## config.mk

```make
export PLATFORM = sky130hd
export DESIGN_NAME = direct_mapped_writeback_cache_tags
export DESIGN_NICKNAME = d
export VERILOG_FILES = /design/src/hw/rtl/dmct_pkg.sv /design/src/hw/rtl/direct_mapped_writeback_cache_tags.sv /design/src/hw/rtl/dmct_ctrl.sv /design/src/hw/rtl/dmct_dpath.sv
export SDC_FILE = /design/constraint.sdc
export NUM_CORES = 2
export LEC_CHECK = 0
export ABC_CLOCK_PERIOD_IN_PS = 15200
export BUFFER_PORTS_ARGS = -buffer_cell sky130_fd_sc_hd__buf_2
export CORE_MARGIN = 2
export CORE_UTILIZATION = 35
export DETAILED_ROUTE_END_ITERATION = 6
export PLACE_DENSITY = 0.56
export SYNTH_ARGS = -nofsm -noshare
export SYNTH_HDL_FRONTEND = slang
export SYNTH_SLANG_ARGS = --single-unit
export TNS_END_PERCENT = 50
```

## constraint.sdc

```tcl
create_clock -name clock -period 15.2 [get_ports clock]
set_input_delay 3.04 -clock clock [delete_from_list [all_inputs] [get_ports clock]]
set_output_delay 3.04 -clock clock [all_outputs]
set_load 0.05 [all_outputs]
```

## src/hw/rtl/dmct_pkg.sv

```systemverilog
// Shared types and constants for the direct-mapped write-back cache tag controller.
package dmct_pkg;

   localparam int NUM_LINES   = 128;
   localparam int BLOCK_BYTES = 32;
   localparam int ADDR_BITS   = 32;

   localparam int OFFSET_BITS = $clog2(BLOCK_BYTES);
   localparam int INDEX_BITS  = $clog2(NUM_LINES);
   localparam int TAG_BITS    = ADDR_BITS - INDEX_BITS - OFFSET_BITS;
   localparam int COUNT_BITS  = 32;
   localparam int BYTES_BITS  = 6;

   localparam logic [BYTES_BITS-1:0] BLOCK_BYTES_FIELD = BYTES_BITS'(BLOCK_BYTES);
   localparam logic [TAG_BITS-1:0]   NO_EVICT_TAG      = '1;

   // Access kinds.
   localparam logic CMD_READ  = 1'b0;
   localparam logic CMD_WRITE = 1'b1;

   typedef struct packed {
      logic [ADDR_BITS-1:0] address;
      logic                 cmd;
   } req_type;

   typedef struct packed {
      logic [OFFSET_BITS-1:0] byte_offset;
      logic [INDEX_BITS-1:0]  line_index;
      logic [TAG_BITS-1:0]    addr_tag;
      logic                   miss;
      logic                   mem_read;
      logic [BYTES_BITS-1:0]  mem_read_bytes;
      logic                   mem_write;
      logic [BYTES_BITS-1:0]  mem_write_bytes;
      logic                   replacement;
      logic [TAG_BITS-1:0]    evicted_tag;
      logic [COUNT_BITS-1:0]  hit_total;
      logic [COUNT_BITS-1:0]  miss_total;
   } rsp_type;

   // Commands from the controller to the datapath.
   typedef struct packed {
      logic load;    // capture the request and start the tag read
      logic commit;  // resolve the lookup, update state, load the result
   } ctrl_cmd_type;

   // Status from the datapath to the controller.
   typedef struct packed {
      logic rsp_blocked;  // result register holds a transaction not yet taken
   } dpath_sts_type;

   typedef enum logic [1:0] {
      ST_IDLE   = 2'b01,
      ST_LOOKUP = 2'b10
   } state_type;

endpackage

```

## src/hw/rtl/direct_mapped_writeback_cache_tags.sv

```systemverilog
// Top level of the direct-mapped write-back write-allocate cache tag controller.
//
//   Channel   Direction  Handshake           Payload
//   req_      in         req_valid/req_stall  req_data (address, cmd)
//   rsp_      out        rsp_valid/rsp_stall  rsp_data (one result per transaction)
//
// Each transaction first captures the request and reads the tag memory, whose
// read data is registered, then resolves hit or miss and updates the tag, valid
// and dirty state. No new request is taken while the previous one is in lookup.
// Reset is synchronous and clears the valid and dirty bits, both counters and the
// state machine at once; the tag memory needs no clearing since a tag is only
// compared when its line is valid. A result waits in the output register while
// rsp_stall is high, and the block still captures the next request meanwhile; that
// request then waits in lookup until the output register is free.
module direct_mapped_writeback_cache_tags (
   input  logic              clock,
   input  logic              reset,
   input  logic              req_valid,
   output logic              req_stall,
   input  dmct_pkg::req_type req_data,
   output logic              rsp_valid,
   input  logic              rsp_stall,
   output dmct_pkg::rsp_type rsp_data
);

   // Commands and status joining the controller and the datapath.
   dmct_pkg::ctrl_cmd_type  cmd;
   dmct_pkg::dpath_sts_type sts;

   // The controller sequences each transaction through capture and lookup.
   dmct_ctrl u_ctrl (
      .clock     (clock),
      .reset     (reset),
      .req_valid (req_valid),
      .req_stall (req_stall),
      .sts       (sts),
      .cmd       (cmd)
   );

   // The datapath holds the tag store, line state, counters and the result register.
   dmct_dpath u_dpath (
      .clock     (clock),
      .reset     (reset),
      .req_data  (req_data),
      .rsp_valid (rsp_valid),
      .rsp_stall (rsp_stall),
      .rsp_data  (rsp_data),
      .cmd       (cmd),
      .sts       (sts)
   );

endmodule

```

## src/hw/rtl/dmct_ctrl.sv

```systemverilog
// Controller state machine for the cache tag controller.
module dmct_ctrl (
   input  logic                   clock,
   input  logic                   reset,
   input  logic                   req_valid,
   output logic                   req_stall,
   input  dmct_pkg::dpath_sts_type sts,
   output dmct_pkg::ctrl_cmd_type  cmd
);

   dmct_pkg::state_type state_ff, state_in;

   always_comb begin
      state_in   = state_ff;
      req_stall  = 1'b1;
      cmd.load   = 1'b0;
      cmd.commit = 1'b0;
      unique case (state_ff)
         dmct_pkg::ST_IDLE: begin
            req_stall = 1'b0;
            if (req_valid) begin
               cmd.load = 1'b1;
               state_in = dmct_pkg::ST_LOOKUP;
            end
         end
         dmct_pkg::ST_LOOKUP: begin
            // The result can only be written once the output register is free.
            if (!sts.rsp_blocked) begin
               cmd.commit = 1'b1;
               state_in   = dmct_pkg::ST_IDLE;
            end
         end
         default: begin
            state_in = dmct_pkg::ST_IDLE;
         end
      endcase
   end

   always_ff @(posedge clock) begin
      if (reset) begin
         state_ff <= dmct_pkg::ST_IDLE;
      end else begin
         state_ff <= state_in;
      end
   end

endmodule

```

## src/hw/rtl/dmct_dpath.sv

```systemverilog
// Datapath for the cache tag controller: tag memory, valid and dirty bits, counters, result register.
module dmct_dpath (
   input  logic                   clock,
   input  logic                   reset,
   input  dmct_pkg::req_type       req_data,
   output logic                   rsp_valid,
   input  logic                   rsp_stall,
   output dmct_pkg::rsp_type       rsp_data,
   input  dmct_pkg::ctrl_cmd_type  cmd,
   output dmct_pkg::dpath_sts_type sts
);

   localparam int OB = dmct_pkg::OFFSET_BITS;
   localparam int IB = dmct_pkg::INDEX_BITS;
   localparam int TB = dmct_pkg::TAG_BITS;
   localparam int AB = dmct_pkg::ADDR_BITS;

   logic [TB-1:0] tag_mem [dmct_pkg::NUM_LINES];
   logic [TB-1:0] tag_rd_ff;

   dmct_pkg::req_type req_ff;
   logic [dmct_pkg::NUM_LINES-1:0] valid_ff, valid_in;
   logic [dmct_pkg::NUM_LINES-1:0] dirty_ff, dirty_in;
   logic [dmct_pkg::COUNT_BITS-1:0] hit_cnt_ff, hit_cnt_in;
   logic [dmct_pkg::COUNT_BITS-1:0] miss_cnt_ff, miss_cnt_in;
   dmct_pkg::rsp_type rsp_ff, rsp_in;
   logic rsp_valid_ff, rsp_valid_in;

   logic [IB-1:0] req_index;
   logic [IB-1:0] idx;
   logic [TB-1:0] tag;
   logic          line_valid;
   logic          line_dirty;
   logic          hit;
   logic          is_write;

   assign req_index  = req_data.address[OB +: IB];
   assign idx        = req_ff.address[OB +: IB];
   assign tag        = req_ff.address[AB-1 -: TB];
   assign is_write   = (req_ff.cmd == dmct_pkg::CMD_WRITE);
   assign line_valid = valid_ff[idx];
   assign line_dirty = dirty_ff[idx];
   assign hit        = line_valid && (tag_rd_ff == tag);

   // Tag memory: one read at request capture, one write when a miss allocates.
   always_ff @(posedge clock) begin
      if (cmd.load) begin
         tag_rd_ff <= tag_mem[req_index];
      end
      if (cmd.commit && !hit) begin
         tag_mem[idx] <= tag;
      end
   end

   always_comb begin
      valid_in    = valid_ff;
      dirty_in    = dirty_ff;
      hit_cnt_in  = hit_cnt_ff;
      miss_cnt_in = miss_cnt_ff;
      rsp_in      = rsp_ff;
      if (cmd.commit) begin
         if (hit) begin
            hit_cnt_in = hit_cnt_ff + 1'b1;
            if (is_write) begin
               dirty_in[idx] = 1'b1;
            end
         end else begin
            miss_cnt_in   = miss_cnt_ff + 1'b1;
            valid_in[idx] = 1'b1;
            dirty_in[idx] = is_write;
         end
         rsp_in.byte_offset     = req_ff.address[OB-1:0];
         rsp_in.line_index      = idx;
         rsp_in.addr_tag        = tag;
         rsp_in.miss            = !hit;
         rsp_in.mem_read        = !hit;
         rsp_in.mem_read_bytes  = hit ? '0 : dmct_pkg::BLOCK_BYTES_FIELD;
         rsp_in.mem_write       = !hit && line_valid && line_dirty;
         rsp_in.mem_write_bytes = (!hit && line_valid && line_dirty) ?
                                  dmct_pkg::BLOCK_BYTES_FIELD : '0;
         rsp_in.replacement     = !hit && line_valid;
         rsp_in.evicted_tag     = (!hit && line_valid) ? tag_rd_ff : dmct_pkg::NO_EVICT_TAG;
         rsp_in.hit_total       = hit_cnt_in;
         rsp_in.miss_total      = miss_cnt_in;
      end
   end

   always_comb begin
      rsp_valid_in = rsp_valid_ff;
      if (rsp_valid_ff && !rsp_stall) begin
         rsp_valid_in = 1'b0;
      end
      if (cmd.commit) begin
         rsp_valid_in = 1'b1;
      end
   end

   always_ff @(posedge clock) begin
      if (cmd.load) begin
         req_ff <= req_data;
      end
      rsp_ff <= rsp_in;
   end

   always_ff @(posedge clock) begin
      if (reset) begin
         valid_ff     <= '0;
         dirty_ff     <= '0;
         hit_cnt_ff   <= '0;
         miss_cnt_ff  <= '0;
         rsp_valid_ff <= 1'b0;
      end else begin
         valid_ff     <= valid_in;
         dirty_ff     <= dirty_in;
         hit_cnt_ff   <= hit_cnt_in;
         miss_cnt_ff  <= miss_cnt_in;
         rsp_valid_ff <= rsp_valid_in;
      end
   end

   assign sts.rsp_blocked = rsp_valid_ff && rsp_stall;
   assign rsp_valid       = rsp_valid_ff;
   assign rsp_data        = rsp_ff;

endmodule
```

Word level (Yosys, flattened, before mapping)
Memory sizes are Yosys's and may differ from the RTL's. A register that Yosys moved wholly into a read port is not among the register bits.
Index checks and enable logic that the tools add are counted.
{"block": "word_totals", "rom_bits": 0, "elab_cells": 71, "n_memories": 1, "latchBits": 0, "ramBits": 2560, "register_bits": 487}
{"block": "op_classes", "n_mul": 0, "add_sub_neg": 2, "n_mux": 25, "magnitude_cmp": 2, "div": 0, "n_bitwise": 3, "n_eq_ne": 6, "shifts": 0, "reduce_logical": 13}
{"name": "u_dpath.tag_mem", "depth": 128, "width": 20, "read_ports": 1, "rd_clocked_by_memory_dff": 1, "wr": 1, "line_no": "dmct_dpath.sv:18", "source": "logic [TB-1:0] tag_mem [dmct_pkg::NUM_LINES];"}
{"op": "$mux W128", "count": 2}
{"op": "$or A128 B128 Y128", "count": 2}
{"op": "$bwmux W128", "count": 1}
{"op": "$add A32 B1 Y32 const B", "count": 2}
{"op": "$mux W32", "count": 2}
{"op": "$eq A20 B20 Y1", "count": 1}
{"op": "$bmux W1 S7", "count": 2}
{"op": "$mux W1", "count": 12}
{"op": "$mux W6", "count": 2}
{"op": "$lt A7 B8 Y1 const B", "count": 1}
{"op": "$demux W1 S7", "count": 1}
{"op": "$ge A7 B1 Y1 const B", "count": 1}
{"op": "$logic_and A1 B1 Y1", "count": 7}
{"op": "$reduce_and A2 Y1", "count": 3}
{"op": "$mux W2", "count": 2}
{"op": "$ne A2 B2 Y1 const B", "count": 2}
{"op": "$pmux W2 S2", "count": 1}
{"op": "$eq A2 B1 Y1 const B", "count": 1}
{"op": "$eq A2 B2 Y1 const B", "count": 1}
{"op": "$logic_not A1 Y1", "count": 2}
{"op": "$ne A2 B1 Y1 const B", "count": 1}
{"op": "$reduce_bool A2 Y1", "count": 1}
{"op": "$not A1 Y1", "count": 1}

Longest topological paths before layout
{"block": "depth", "word_depth": 7, "mapped_depth": 16}

Hierarchy
A second synthesis with hierarchy kept.
{"block": "unflattened", "cells_unflattened": 5967, "area_unflattened_um2": 118891.5}
{"mod": "dmct_dpath", "cells_per_inst": 5958, "area_per_inst_um2": 118803.9, "instances": 1, "seq_area_each_um2": 88464.8}
{"mod": "dmct_ctrl", "cells_per_inst": 9, "area_per_inst_um2": 87.6, "instances": 1, "seq_area_each_um2": 40.0}

Worst setup path after synthesis
Ideal clock, no wire load.
{"block": "synth_path", "kind": "input-to-reg", "start": "in rsp_stall", "end": "mem u_dpath.tag_mem[11][0] in the netlist's numbering (enable)", "path_slack_ns": 5.157, "path_buffers": 2, "cell_stages": 7, "setup_time_ns": 0.422, "t_required_ns": 14.778, "arrival_ns": 9.621, "path_cell_list": "nand2_1 nand2_1 inv_1 clkbuf_1 buf_1 nand2_1 nor3_1"}
{"element": "start, declared", "line_no": "direct_mapped_writeback_cache_tags.sv:22", "source": "input logic rsp_stall,"}
{"element": "end, declared", "line_no": "dmct_dpath.sv:18"}

==> flow_metrics.tcl <==
set metrics [dict create \
    rows 213 \
    tightest_slew_ns 1.42 \
    power.density_mw_per_mm2 130 \
    grt.total_usage_pct 19.4 \
    clock_skew_ns 0.0740 \
    num_io_pins 171 \
    postCtsSetupRepairBufs 0 \
    max_slew_margin_pct 4.94 \
    synth_edf_count 2732 \
    place.gp.congestion 0.816 \
    final.period_utilization_pct 46.2 \
    slew_violations 0 \
    async_reset_ff_share_pct 0 \
    wl_met2_um 157000 \
    antenna_left 0 \
    grt_pass1_wl_um 476000 \
    maxCapViolations 0 \
    met1_length_um 143000 \
    via_count 62000 \
    place_ws_ns 7.11 \
    hp-class "reg -> reg" \
    finalSetupViolCount 0 \
    dieHeight_um 586 \
    detailed_place_hpwl_um 188000 \
    fmax_mhz 142 \
    cts_tree "built" \
    coreArea_sq_mm 0.337 \
    nFillCells 29700 \
    crit_type "in -> reg" \
    dpl-instance-area_sq_mm 0.126 \
    hold_viol 0 \
    htree_levels 5 \
    cts_buffer_depth 4 \
    p_leak_nw 41.8 \
    clockRootBuffer "clkbuf_16" \
    cp.required_ns 15.83 \
    dieArea_sq_mm 0.344 \
    start_kind "input pin" \
    violations "design-rule violations" \
    finalSetupTns_ns 0 \
    crit_start "req_data[6]" \
    cts_sinks 3055 \
    postLayoutCellArea_sq_mm 0.136 \
    netlist_instances 5782 \
    io_buffers 160 \
    cts_resized 0 \
    min_period_ns 7.02 \
    vias_per_cell 5.69 \
    syn_to_final_growth_pct 14.7 \
    multi_input_area_sq_mm 0.0289 \
    synthFlopType "edfxtp_1" \
    cts_hold_buf 0 \
    wl_um 338000 \
    avgSynthCellArea_sq_um 20.5 \
    routed.top_layer "met5" \
    post_drt_wl_per_cell_um 31.0 \
    r2r-start "u_dpath.idx[1]" \
    path_clk_slew_ns 0.06 \
    ys_warn_count 0 \
    fin_nets 6136 \
    ir_worst_vdd_mv 0.0971 \
    drtIter0Drc 8438 \
    overflow 0 \
    cp_max_fo 120 \
    final_util_pct 40.4 \
    setup_slack_ns 8.18 \
    layout-drive-gt1-share_pct 29.8 \
    syn-cell-area_sq_mm 0.119 \
    hp-start "u_dpath.req_ff[1]" \
    synth_seq_cells 3055 \
    outcome "finished, violations left" \
    regArea_sq_mm 0.0885 \
    seq_area_frac_synth_pct 74.6 \
    initial_core_util_pct 35.2 \
    first_pass_iters 7 \
    drc_errors 2 \
    crit_arrival_ns 7.65 \
    grt_pass1_vias 61700 \
    cts-buffers-inserted 323 \
    cp-end-kind "flop" \
    antenna_found_initial 37 \
    clk_latency_ns 0.94 \
    grt_max_degree 131 \
    fp.dieW_um 586 \
    rsz0062_at_grt "false" \
    dr_wl_met3_um 28500 \
    synth_cell_types 69 \
]
[critical path, stage by stage]
cell and delay, ns:
buf_8 0.63, buf_12 0.52, buf_12 0.71, mux4_2 0.61, mux4_2 0.53, mux4_2 0.64
mux2_2 0.33
[area by class of cell]
class,count,share of cell area [%]
Tap cell,4515,4.15
Inverter,24,0.0745
Sequential cell,3055,65.1
Clock inverter,159,1.02
Timing Repair Buffer,385,1.96
Multi-Input combinational cell,2308,21.2
Antenna cell,15,0.0276
Clock buffer,429,6.48
[cells by family (layout without fill, tap and decap cells)]
group           count (synthesis)  count (layout)  share of synthesized area (%)
other cells                     1              25                        0.00316
fa+ha+maj                       2               2                         0.0211
xor+xnor                       88              88                          0.650
simple gates                  687             687                           2.77
flops                        3055            3055                           74.6
compound gates                608             608                           3.70
mux                           913             913                           16.7
buf+inv                       428             997                           1.51
[path summary, 6_finish.rpt]
kind / end / slack (ns) / cells past startpoint
max: u_dpath.tag_rd_ff[10] / 8.18 / 7
min: u_dpath.rsp_data[127] / 0.41 / 0
max reg2reg: u_dpath.tag_mem[61][18] / 8.61 / 13
min reg2reg: u_dpath.rsp_data[127] / 0.41 / 0
[stage by stage]
stage,total power (W),hold WS [ns],instances
2_1_floorplan,0.00989,0.400,5791
3_3_place_gp,0.0102,0.409,10300
3_5_place_dp,0.0103,0.408,10300
4_1_cts,0.0179,0.425,10900
6_report,0.0177,0.414,10900
5_1_grt,0.0182,0.438,10900
[cells in the mapped netlist (6+ instances only)]
cell | count | area share, %
a2111oi_0 | 6 | 0.044
a21oi_1 | 122 | 0.51
a221oi_1 | 15 | 0.11
a22oi_1 | 6 | 0.038
a311oi_1 | 44 | 0.32
a31oi_1 | 53 | 0.28
and2_1 | 13 | 0.069
and3_1 | 17 | 0.090
and4_1 | 9 | 0.066
buf_1 | 69 | 0.22
buf_2 | 35 | 0.15
buf_4 | 17 | 0.11
buf_6 | 10 | 0.095
clkbuf_1 | 272 | 0.86
dfxtp_1 | 323 | 5.5
edfxtp_1 | 2732 | 69
inv_1 | 20 | 0.063
mux2_2 | 41 | 0.39
mux2i_1 | 19 | 0.16
mux4_2 | 852 | 16
nand2_1 | 161 | 0.51
nand3_1 | 63 | 0.27
nand4_1 | 33 | 0.17
nor2_1 | 235 | 0.74
nor2b_1 | 16 | 0.084
nor3_1 | 37 | 0.16
nor4_1 | 16 | 0.084
o21a_1 | 9 | 0.057
o21ai_0 | 40 | 0.17
o22ai_1 | 69 | 0.36
o2bb2ai_1 | 90 | 0.66
o2bb2ai_2 | 10 | 0.13
o311ai_0 | 26 | 0.19
o31ai_1 | 59 | 0.37
o41ai_1 | 34 | 0.25
or3_1 | 32 | 0.17
or4_1 | 34 | 0.22
xnor2_1 | 58 | 0.43
xor2_1 | 30 | 0.22
[metal layers]
metal  vias up  track usage (%)
met4        14             5.10
met2      2866             30.3
met1     33700             28.2
met3       495             3.35
met5         -                0
li1      25000                -
[layout by cell type (no fill, tap or decap), types with 15 or more instances in the layout]
master / netlist / final
o2bb2ai_1: 90 / 90
and3_1: 17 / 17
o311ai_0: 26 / 26
a311oi_1: 44 / 44
inv_1: 20 / 18
buf_4: 17 / 216
clkinv_2: 0 / 55
nor2b_1: 16 / 16
nand4_1: 33 / 33
xnor2_1: 58 / 58
clkbuf_16: 0 / 332
nor4_1: 16 / 16
a31oi_1: 53 / 53
diode_2: 0 / 15
xor2_1: 30 / 30
mux4_2: 852 / 852
nor2_1: 235 / 123
clkbuf_1: 272 / 80
buf_2: 35 / 154
nor2_4: 0 / 23
o31ai_1: 59 / 59
nor3_2: 2 / 19
or4_1: 34 / 34
nor3_1: 37 / 20
or3_1: 32 / 32
edfxtp_1: 2732 / 2732
o41ai_1: 34 / 34
o22ai_1: 69 / 69
o21ai_0: 40 / 40
nor2_2: 0 / 89
mux2i_1: 19 / 19
mux2_2: 41 / 41
clkinv_1: 2 / 58
dfxtp_1: 323 / 323
a21oi_1: 122 / 122
nand3_1: 63 / 58
nand2_1: 161 / 158
a221oi_1: 15 / 15
[where the power goes]
group / leakage, nW / internal (W) / total [W] / switching (W)
clock: 4.98 / 0.00434 / 0.00764 / 0.00330
combinational: 9.50 / 0.000302 / 0.000868 / 0.000566
sequential: 27.3 / 0.00918 / 0.00921 / 0.0000324
[sequential cells by signal, summed over array words and instances (netlist names)]
name and flops:
u_dpath.hit_cnt_ff 32, u_dpath.miss_cnt_ff 32, u_ctrl.state_ff 2, u_dpath.idx 7, u_dpath.rsp_data 119, u_dpath.tag_rd_ff 20
u_dpath.tag_mem 2560, u_dpath.dirty_ff 128, u_dpath.is_write 1, u_dpath.valid_ff 128, u_dpath.rsp_valid 1, u_dpath.req_ff 25
Power figures use the tool's default switching activity.
